**src/rtl/pdc_pkg.sv**
```systemverilog
// Shared types, constants and arithmetic helpers for the Porter-Duff compositor.
`timescale 1ns / 1ps

package pdc_pkg;

   localparam int unsigned FULL_SCALE = 255;
   localparam int unsigned CHAN_W     = 8;
   localparam int unsigned WEIGHT_W   = 2 * CHAN_W;
   localparam int unsigned NUM_LANES  = 3;
   localparam int unsigned DIV_STEPS  = CHAN_W;

   localparam int unsigned STG_WMUL = 0;
   localparam int unsigned STG_WDIV = 1;
   localparam int unsigned STG_PROD = 2;
   localparam int unsigned STG_SUM  = 3;
   localparam int unsigned STG_DIV0 = 4;
   localparam int unsigned STG_OUT  = STG_DIV0 + DIV_STEPS;
   localparam int unsigned NSTAGE   = STG_OUT + 1;

   typedef logic [NSTAGE-1:0] stage_vec_type;

   typedef enum logic [3:0] {
      OP_CLEAR    = 4'd0,
      OP_SRC      = 4'd1,
      OP_DST      = 4'd2,
      OP_OVER     = 4'd3,
      OP_UNDER    = 4'd4,
      OP_IN       = 4'd5,
      OP_HELD_IN  = 4'd6,
      OP_OUT      = 4'd7,
      OP_HELD_OUT = 4'd8,
      OP_ATOP     = 4'd9,
      OP_BELOW    = 4'd10,
      OP_XOR      = 4'd11
   } op_type;

   typedef enum logic [2:0] {
      SEL_ZERO,
      SEL_FULL,
      SEL_SA,
      SEL_DA,
      SEL_ISA,
      SEL_IDA
   } sel_type;

   typedef struct packed {
      logic [CHAN_W-1:0] cs;
      logic [CHAN_W-1:0] cd;
      logic [CHAN_W-1:0] wa;
      logic [CHAN_W-1:0] wb;
      logic [CHAN_W-1:0] alpha;
   } lane_in_type;

   typedef struct packed {
      logic [CHAN_W-1:0] colour;
      logic [CHAN_W-1:0] alpha;
   } lane_out_type;

   function automatic sel_type src_sel(input logic [3:0] code);
      sel_type s;
      case (code)
         OP_SRC, OP_OVER:                      s = SEL_FULL;
         OP_UNDER, OP_OUT, OP_BELOW, OP_XOR:   s = SEL_IDA;
         OP_IN, OP_ATOP:                       s = SEL_DA;
         default:                              s = SEL_ZERO;
      endcase
      return s;
   endfunction

   function automatic sel_type dst_sel(input logic [3:0] code);
      sel_type s;
      case (code)
         OP_DST, OP_UNDER:                          s = SEL_FULL;
         OP_OVER, OP_HELD_OUT, OP_ATOP, OP_XOR:     s = SEL_ISA;
         OP_HELD_IN, OP_BELOW:                      s = SEL_SA;
         default:                                   s = SEL_ZERO;
      endcase
      return s;
   endfunction

   function automatic logic [CHAN_W-1:0] pick_factor(input sel_type sel,
                                                     input logic [CHAN_W-1:0] sa,
                                                     input logic [CHAN_W-1:0] da);
      logic [CHAN_W-1:0] f;
      case (sel)
         SEL_FULL: f = CHAN_W'(FULL_SCALE);
         SEL_SA:   f = sa;
         SEL_DA:   f = da;
         SEL_ISA:  f = CHAN_W'(FULL_SCALE) - sa;
         SEL_IDA:  f = CHAN_W'(FULL_SCALE) - da;
         default:  f = '0;
      endcase
      return f;
   endfunction

   // Floor division by 255: an estimate from x * (1 + 1/256) / 256 is at most one short,
   // so a single compare of the remainder corrects it.
   function automatic logic [CHAN_W-1:0] div255(input logic [WEIGHT_W:0] x);
      logic [WEIGHT_W+1:0] s;
      logic [WEIGHT_W+1:0] r;
      logic [CHAN_W+1:0]   q0;
      logic [CHAN_W+1:0]   q;
      s  = {1'b0, x} + {{(CHAN_W+1){1'b0}}, x[WEIGHT_W:CHAN_W]};
      q0 = s[WEIGHT_W+1:CHAN_W];
      r  = {1'b0, x} - ({q0, {CHAN_W{1'b0}}} - {{CHAN_W{1'b0}}, q0});
      q  = q0 + ((r >= (WEIGHT_W+2)'(FULL_SCALE)) ? (CHAN_W+2)'(1) : (CHAN_W+2)'(0));
      return q[CHAN_W-1:0];
   endfunction

endpackage

```
**src/rtl/pdc_weight.sv**
```systemverilog
// Shared front end: operator factors, alpha weights and the new alpha.
`timescale 1ns / 1ps

module pdc_weight (
   input  logic                                   clock,
   input  pdc_pkg::stage_vec_type                 load,
   input  logic [63:0]                            pixel,
   input  logic [3:0]                             op_code,
   output pdc_pkg::lane_in_type [pdc_pkg::NUM_LANES-1:0] lane_in
);

   localparam int unsigned CW = pdc_pkg::CHAN_W;
   localparam int unsigned WW = pdc_pkg::WEIGHT_W;
   localparam int unsigned NL = pdc_pkg::NUM_LANES;

   logic [WW-1:0]          wa_ff, wb_ff;
   logic [WW-1:0]          wa_in, wb_in;
   logic [NL-1:0][CW-1:0]  src_c_ff, dst_c_ff;
   pdc_pkg::lane_in_type [NL-1:0] lane_ff;
   pdc_pkg::lane_in_type [NL-1:0] lane_in_w;
   logic [CW-1:0]          sa, da, fa, fb;
   logic [CW-1:0]          alpha, wa_t, wb_t;

   assign sa = pixel[4*CW-1:3*CW];
   assign da = pixel[8*CW-1:7*CW];

   always_comb begin
      fa    = pdc_pkg::pick_factor(pdc_pkg::src_sel(op_code), sa, da);
      fb    = pdc_pkg::pick_factor(pdc_pkg::dst_sel(op_code), sa, da);
      wa_in = {{CW{1'b0}}, fa} * {{CW{1'b0}}, sa};
      wb_in = {{CW{1'b0}}, fb} * {{CW{1'b0}}, da};
   end

   always_comb begin
      alpha = pdc_pkg::div255({1'b0, wa_ff} + {1'b0, wb_ff});
      wa_t  = pdc_pkg::div255({1'b0, wa_ff});
      wb_t  = pdc_pkg::div255({1'b0, wb_ff});
      for (int i = 0; i < NL; i++) begin
         lane_in_w[i].cs    = src_c_ff[i];
         lane_in_w[i].cd    = dst_c_ff[i];
         lane_in_w[i].wa    = wa_t;
         lane_in_w[i].wb    = wb_t;
         lane_in_w[i].alpha = alpha;
      end
   end

   always_ff @(posedge clock) begin
      if (load[pdc_pkg::STG_WMUL]) begin
         wa_ff <= wa_in;
         wb_ff <= wb_in;
         for (int i = 0; i < NL; i++) begin
            src_c_ff[i] <= pixel[i*CW +: CW];
            dst_c_ff[i] <= pixel[(i+4)*CW +: CW];
         end
      end
      if (load[pdc_pkg::STG_WDIV]) begin
         lane_ff <= lane_in_w;
      end
   end

   assign lane_in = lane_ff;

endmodule

```
**src/rtl/pdc_lane.sv**
```systemverilog
// One colour lane: weighted sum and a pipelined restoring divide by the new alpha.
`timescale 1ns / 1ps

module pdc_lane (
   input  logic                   clock,
   input  pdc_pkg::stage_vec_type load,
   input  pdc_pkg::lane_in_type   lane_in,
   output pdc_pkg::lane_out_type  lane_out
);

   localparam int unsigned CW = pdc_pkg::CHAN_W;
   localparam int unsigned WW = pdc_pkg::WEIGHT_W;
   localparam int unsigned DS = pdc_pkg::DIV_STEPS;

   logic [WW-1:0] ps_ff, pd_ff, sum_ff;
   logic [CW-1:0] a2_ff, a3_ff;
   logic [WW-1:0] rem_ff [DS];
   logic [CW-1:0] quo_ff [DS];
   logic [CW-1:0] dvs_ff [DS];

   always_ff @(posedge clock) begin
      if (load[pdc_pkg::STG_PROD]) begin
         ps_ff <= {{CW{1'b0}}, lane_in.cs} * {{CW{1'b0}}, lane_in.wa};
         pd_ff <= {{CW{1'b0}}, lane_in.cd} * {{CW{1'b0}}, lane_in.wb};
         a2_ff <= lane_in.alpha;
      end
      if (load[pdc_pkg::STG_SUM]) begin
         sum_ff <= ps_ff + pd_ff;
         a3_ff  <= a2_ff;
      end
   end

   for (genvar j = 0; j < DS; j++) begin : g_step
      localparam int unsigned B = DS - 1 - j;
      logic [WW-1:0] rem_src, trial, rem_in;
      logic [CW-1:0] quo_src, dvs_src, quo_in;

      if (j == 0) begin : g_first
         assign rem_src = sum_ff;
         assign quo_src = '0;
         assign dvs_src = a3_ff;
      end else begin : g_next
         assign rem_src = rem_ff[j-1];
         assign quo_src = quo_ff[j-1];
         assign dvs_src = dvs_ff[j-1];
      end

      always_comb begin
         trial  = {{CW{1'b0}}, dvs_src} << B;
         rem_in = rem_src;
         quo_in = quo_src;
         if (rem_src >= trial) begin
            rem_in    = rem_src - trial;
            quo_in[B] = 1'b1;
         end
      end

      always_ff @(posedge clock) begin
         if (load[pdc_pkg::STG_DIV0 + j]) begin
            rem_ff[j] <= rem_in;
            quo_ff[j] <= quo_in;
            dvs_ff[j] <= dvs_src;
         end
      end
   end

   assign lane_out.colour = quo_ff[DS-1];
   assign lane_out.alpha  = dvs_ff[DS-1];

endmodule

```
**src/rtl/pdc_merge.sv**
```systemverilog
// Merge stage: gathers the colour lanes and the alpha into the registered result beat.
`timescale 1ns / 1ps

module pdc_merge (
   input  logic                                            clock,
   input  pdc_pkg::stage_vec_type                          load,
   input  pdc_pkg::lane_out_type [pdc_pkg::NUM_LANES-1:0]  lane_out,
   output logic [31:0]                                     result
);

   localparam int unsigned CW = pdc_pkg::CHAN_W;
   localparam int unsigned NL = pdc_pkg::NUM_LANES;

   logic [31:0]   result_ff, result_in;
   logic [CW-1:0] alpha;

   assign alpha = lane_out[0].alpha;

   // With no coverage left the colour is defined as black.
   always_comb begin
      result_in = '0;
      for (int i = 0; i < NL; i++) begin
         result_in[i*CW +: CW] = (alpha == '0) ? '0 : lane_out[i].colour;
      end
      result_in[NL*CW +: CW] = alpha;
   end

   always_ff @(posedge clock) begin
      if (load[pdc_pkg::STG_OUT]) begin
         result_ff <= result_in;
      end
   end

   assign result = result_ff;

endmodule

```
**src/rtl/porter_duff_compositor_core.sv**
```systemverilog
// Top level of the Porter-Duff RGBA8 compositor.
`timescale 1ns / 1ps

// Composites one non-premultiplied source pixel over or with one destination pixel per beat
// under the Porter-Duff operator held in the operator register (reset value: over). The
// block takes one pixel per clock unless the full pipeline is held by the result side and
// returns results in order; each pixel passes through the factor multiply, the divide by
// 255, the colour products and sum, the eight-stage restoring divider in each of the three
// colour lanes and the output register. Each stage holds its beat only while the stage
// after it is full, so bubbles are squeezed out when the result side stalls.
module porter_duff_compositor_core (
   input  logic        clock,
   input  logic        reset,
   input  logic        req_tvalid,
   output logic        req_tready,
   // src_red, src_green, src_blue, src_alpha, dst_red, dst_green, dst_blue, dst_alpha
   input  logic [63:0] req_tdata,
   output logic        rsp_tvalid,
   input  logic        rsp_tready,
   // out_red, out_green, out_blue, out_alpha
   output logic [31:0] rsp_tdata,
   input  logic        csr_wr_en,
   input  logic [3:0]  csr_wr_data
);

   localparam int unsigned NS = pdc_pkg::NSTAGE;
   localparam int unsigned NL = pdc_pkg::NUM_LANES;

   logic [3:0]                     op_ff;
   logic [NS-1:0]                  vld_ff, vld_in;
   pdc_pkg::stage_vec_type         load;
   pdc_pkg::lane_in_type  [NL-1:0] lane_in;
   pdc_pkg::lane_out_type [NL-1:0] lane_out;

   always_comb begin
      load[NS-1] = !vld_ff[NS-1] || rsp_tready;
      for (int k = NS - 2; k >= 0; k--) begin
         load[k] = !vld_ff[k] || load[k+1];
      end
      vld_in[0] = load[0] ? req_tvalid : vld_ff[0];
      for (int k = 1; k < NS; k++) begin
         vld_in[k] = load[k] ? vld_ff[k-1] : vld_ff[k];
      end
   end

   always_ff @(posedge clock) begin
      if (reset) begin
         op_ff  <= pdc_pkg::OP_OVER;
         vld_ff <= '0;
      end else begin
         vld_ff <= vld_in;
         if (csr_wr_en) begin
            op_ff <= csr_wr_data;
         end
      end
   end

   pdc_weight u_weight (
      .clock   (clock),
      .load    (load),
      .pixel   (req_tdata),
      .op_code (op_ff),
      .lane_in (lane_in)
   );

   for (genvar i = 0; i < NL; i++) begin : g_lane
      pdc_lane u_lane (
         .clock    (clock),
         .load     (load),
         .lane_in  (lane_in[i]),
         .lane_out (lane_out[i])
      );
   end

   pdc_merge u_merge (
      .clock    (clock),
      .load     (load),
      .lane_out (lane_out),
      .result   (rsp_tdata)
   );

   assign req_tready = load[0];
   assign rsp_tvalid = vld_ff[NS-1];

   a_zero_alpha_black: assert property (@(posedge clock) disable iff (reset)
      rsp_tvalid && (rsp_tdata[31:24] == 8'd0) |-> (rsp_tdata[23:0] == 24'd0))
      else $error("result with zero alpha carries a colour");

   a_stall_only_when_full: assert property (@(posedge clock) disable iff (reset)
      !req_tready |-> ((&vld_ff) && !rsp_tready))
      else $error("input held off while the pipeline has a free stage");

   a_csr_write: assert property (@(posedge clock) disable iff (reset)
      csr_wr_en |=> (op_ff == $past(csr_wr_data)))
      else $error("operator register missed a write");

endmodule
```
**config.mk**
```make
export PLATFORM = sky130hd
export DESIGN_NAME = porter_duff_compositor_core
export DESIGN_NICKNAME = d
export VERILOG_FILES = /design/src/rtl/pdc_pkg.sv /design/src/rtl/pdc_weight.sv /design/src/rtl/pdc_lane.sv /design/src/rtl/pdc_merge.sv /design/src/rtl/porter_duff_compositor_core.sv
export SDC_FILE = /design/constraint.sdc
export NUM_CORES = 2
export LEC_CHECK = 0
export BUFFER_PORTS_ARGS = -buffer_cell sky130_fd_sc_hd__buf_4
export CAP_MARGIN = 20
export CORE_ASPECT_RATIO = 0.5
export CORE_MARGIN = 2
export CORE_UTILIZATION = 35
export DETAILED_ROUTE_END_ITERATION = 10
export GPL_TIMING_DRIVEN = 0
export PLACE_DENSITY_LB_ADDON = 0.1
export SETUP_SLACK_MARGIN = 0.3
export SLEW_MARGIN = 20
export SYNTH_ARGS = -nofsm -noshare
export SYNTH_HDL_FRONTEND = slang
export SYNTH_HIERARCHICAL = 1
export SYNTH_SLANG_ARGS = --single-unit
```
**constraint.sdc**
```tcl
create_clock -name clock -period 12.64 [get_ports clock]
set_input_delay 1.264 -clock clock [delete_from_list [all_inputs] [get_ports clock]]
set_output_delay 1.264 -clock clock [all_outputs]
set_load 0.005 [all_outputs]
```
==> summary.txt <==
status -> finished clean
CTS tree -> yes
vias in the first global route -> 45.98k
Hold Path Depth -> 0
Max clock buf depth -> 3
Hold EP -> u_weight/lane_in[32]
hold_buf cts -> 0
largest net degree at the start of global routing -> 61
gpl congestion -> 0.8752
Die H -> 316.8 um
wirelength, routed -> 150500 um
CP max stage cell -> o31ai_1
synthesized net count -> 7141
Max-Cap Viols -> 0
detailed router's first-iteration violation count -> 1946
initial core utilization -> 35.34%
post-layout util -> 39.42%
Worst Skew -> 0.04648 ns
most common cell after layout, fill and taps aside -> edfxtp_1
post-DP HPWL -> 118500 um
Top cell by count, worst path -> ha_1
Syn Area/Cell -> 11.25 um^2
CP Max Fanout -> 8
synthesized area -> 0.06850 mm^2
crit start category -> register
hold_sp -> u_weight/lane_in_w[32]
first-pass GRT wire length -> 244900 um
area of the core -> 0.1938 mm^2
Setup Buffers After CTS -> 0
CTS resizes -> 0
FF-to-FF End -> u_weight/lane_in[86]
Die X-Extent -> 629.7 um
CTS H-tree lvls -> 3
Worst Path Required -> 13.10 ns
via count -> 43.93k
crit path buf inv count -> 3
Final Hold Fails -> 0
Crit path max-delay family -> compound AO/OA/AOI/OAI gates
CP Data Arrival Time -> 9.33 ns
Tot GR Track Use -> 15.16%
most frequent cells in the layout -> 996 x edfxtp_1, 797 x inv_1, 667 x ha_1, 376 x nand2_1, 363 x and2_1
Clock Pin Slew Worst Setup and Hold Paths -> 0.06 ns
TritonCTS Buffers -> 103
initial antenna violation count -> 1
kind of critical path -> reg2reg
drt drc -> 0
crit-path max cell delay -> 0.70 ns
Antenna Nets Post-Route -> 0
Layout area overhead -> 11.54%
flop-to-flop setup slack -> 3.77 ns
worst slew pin tran -> 1.028 ns
via-per-instance ratio -> 4.870
final setup fails -> 0
CTS root buffer -> clkbuf_16
min-delay worst type -> reg2reg
Tmin final -> 8.866 ns
Buffers on Ports -> 105
Mapped Cells -> 6087
highest clock rate -> 0.1128 GHz
critical path capture point type -> register
share of post-route cells with drive strength above 1 -> 8.346%
1st-pass router iterations -> 7
worst-case reg-to-reg path depth -> 34
Clock Latency Late Sink -> 0.72 ns
Synth warnings -> 6
CTS sink cnt -> 1013
max_slew headroom -> 31.08%
RR Startpoint -> u_weight/wa_ff[8]
fin nets -> 7378
unrepaired setup endpoints after global routing -> false
Final period util -> 70.14%
Die ar. -> 0.1995 mm^2
fin. max-slew vios -> 0
grt total ovfl -> 0
Ports -> 107
wire per inst -> 16.69 um
row cnt -> 114
setup_tns -> 0 ns
routing by layer:
| metal | vias up | GRT usage (%) | routed length [um] | part of all wire [%] |
|---|---|---|---|---|
| li1 | 21910 | - | - | - |
| met1 | 21140 | 19.93 | 70880 | 47 |
| met2 | 647 | 26.29 | 71430 | 47 |
| met3 | 233 | 1.887 | 4233 | 2.8 |
| met4 | 0 | 4.468 | 3980 | 2.6 |
| met5 | - | 0 | 0 | 0 |
metrics by stage:
step | hold WS, ns | setup WS [ns] | instance area (um^2) | instances
6_report | 0.3980 | 3.774 | 76400 | 9021
5_1_grt | 0.4021 | 3.191 | 76400 | 9020
4_1_cts | 0.3938 | 3.928 | 76400 | 9020
3_5_place_dp | 0.4045 | 3.942 | 73080 | 8829
3_3_place_gp | 0.4012 | 3.664 | 72560 | 8802
2_1_floorplan | 0.4003 | 5.496 | 68500 | 6087
worst max-delay path by stage:
stage                           start                        end  slack (ns)  cells past startpoint
floorplan           u_weight/wa_ff[8]       u_weight/lane_in[86]        5.50                     35
global placement           rsp_tready  g_lane[2].u_lane/pd_ff[8]        3.66                      3
detailed placement  u_weight/wa_ff[8]       u_weight/lane_in[86]        3.94                     34
CTS                 u_weight/wa_ff[8]       u_weight/lane_in[86]        3.93                     34
global route        u_weight/wa_ff[8]       u_weight/lane_in[86]        3.19                     34
finish              u_weight/wa_ff[8]       u_weight/lane_in[86]        3.77                     34
flip-flops by register name (all words and copies together), names as in the netlist:
name,flops
g_lane.u_lane/rem_ff,336
g_lane.u_lane/a2_ff,24
g_lane.u_lane/g_step.rem_src,48
op_ff,4
g_lane.u_lane/ps_ff,48
u_merge/result,32
g_lane.u_lane/dvs_ff,176
u_weight/wa_ff,16
u_weight/dst_c_ff,24
u_weight/wb_ff,16
vld_ff,13
u_weight/lane_in,72
g_lane.u_lane/pd_ff,48
g_lane.u_lane/a3_ff,24
g_lane.u_lane/quo_ff,108
u_weight/lane_in_w,24
cell type report:
class,count,area [um^2]
inverter,800,3008
clock inverter,70,650.6
fill,18350,117400
clock buffer,121,2666
antenna,1,2.502
tap,2610,3266
timing repair buffer,132,1254
sequential,1013,30250
multi-input combinational,4158,34570
buffer,116,739.5
worst register-to-register path, delay by kind of cell (launching register included):
kind            cells  cell delay (ns)
simple gates       11             1.65
flops               1             0.51
fa+ha+maj           7             2.29
buf+inv             3             0.36
xor+xnor            1             0.13
compound gates     12             3.68
Power is left out: the tool's default activity adds up to more than one toggle a clock period on the data nets, which glitch-free logic cannot reach.
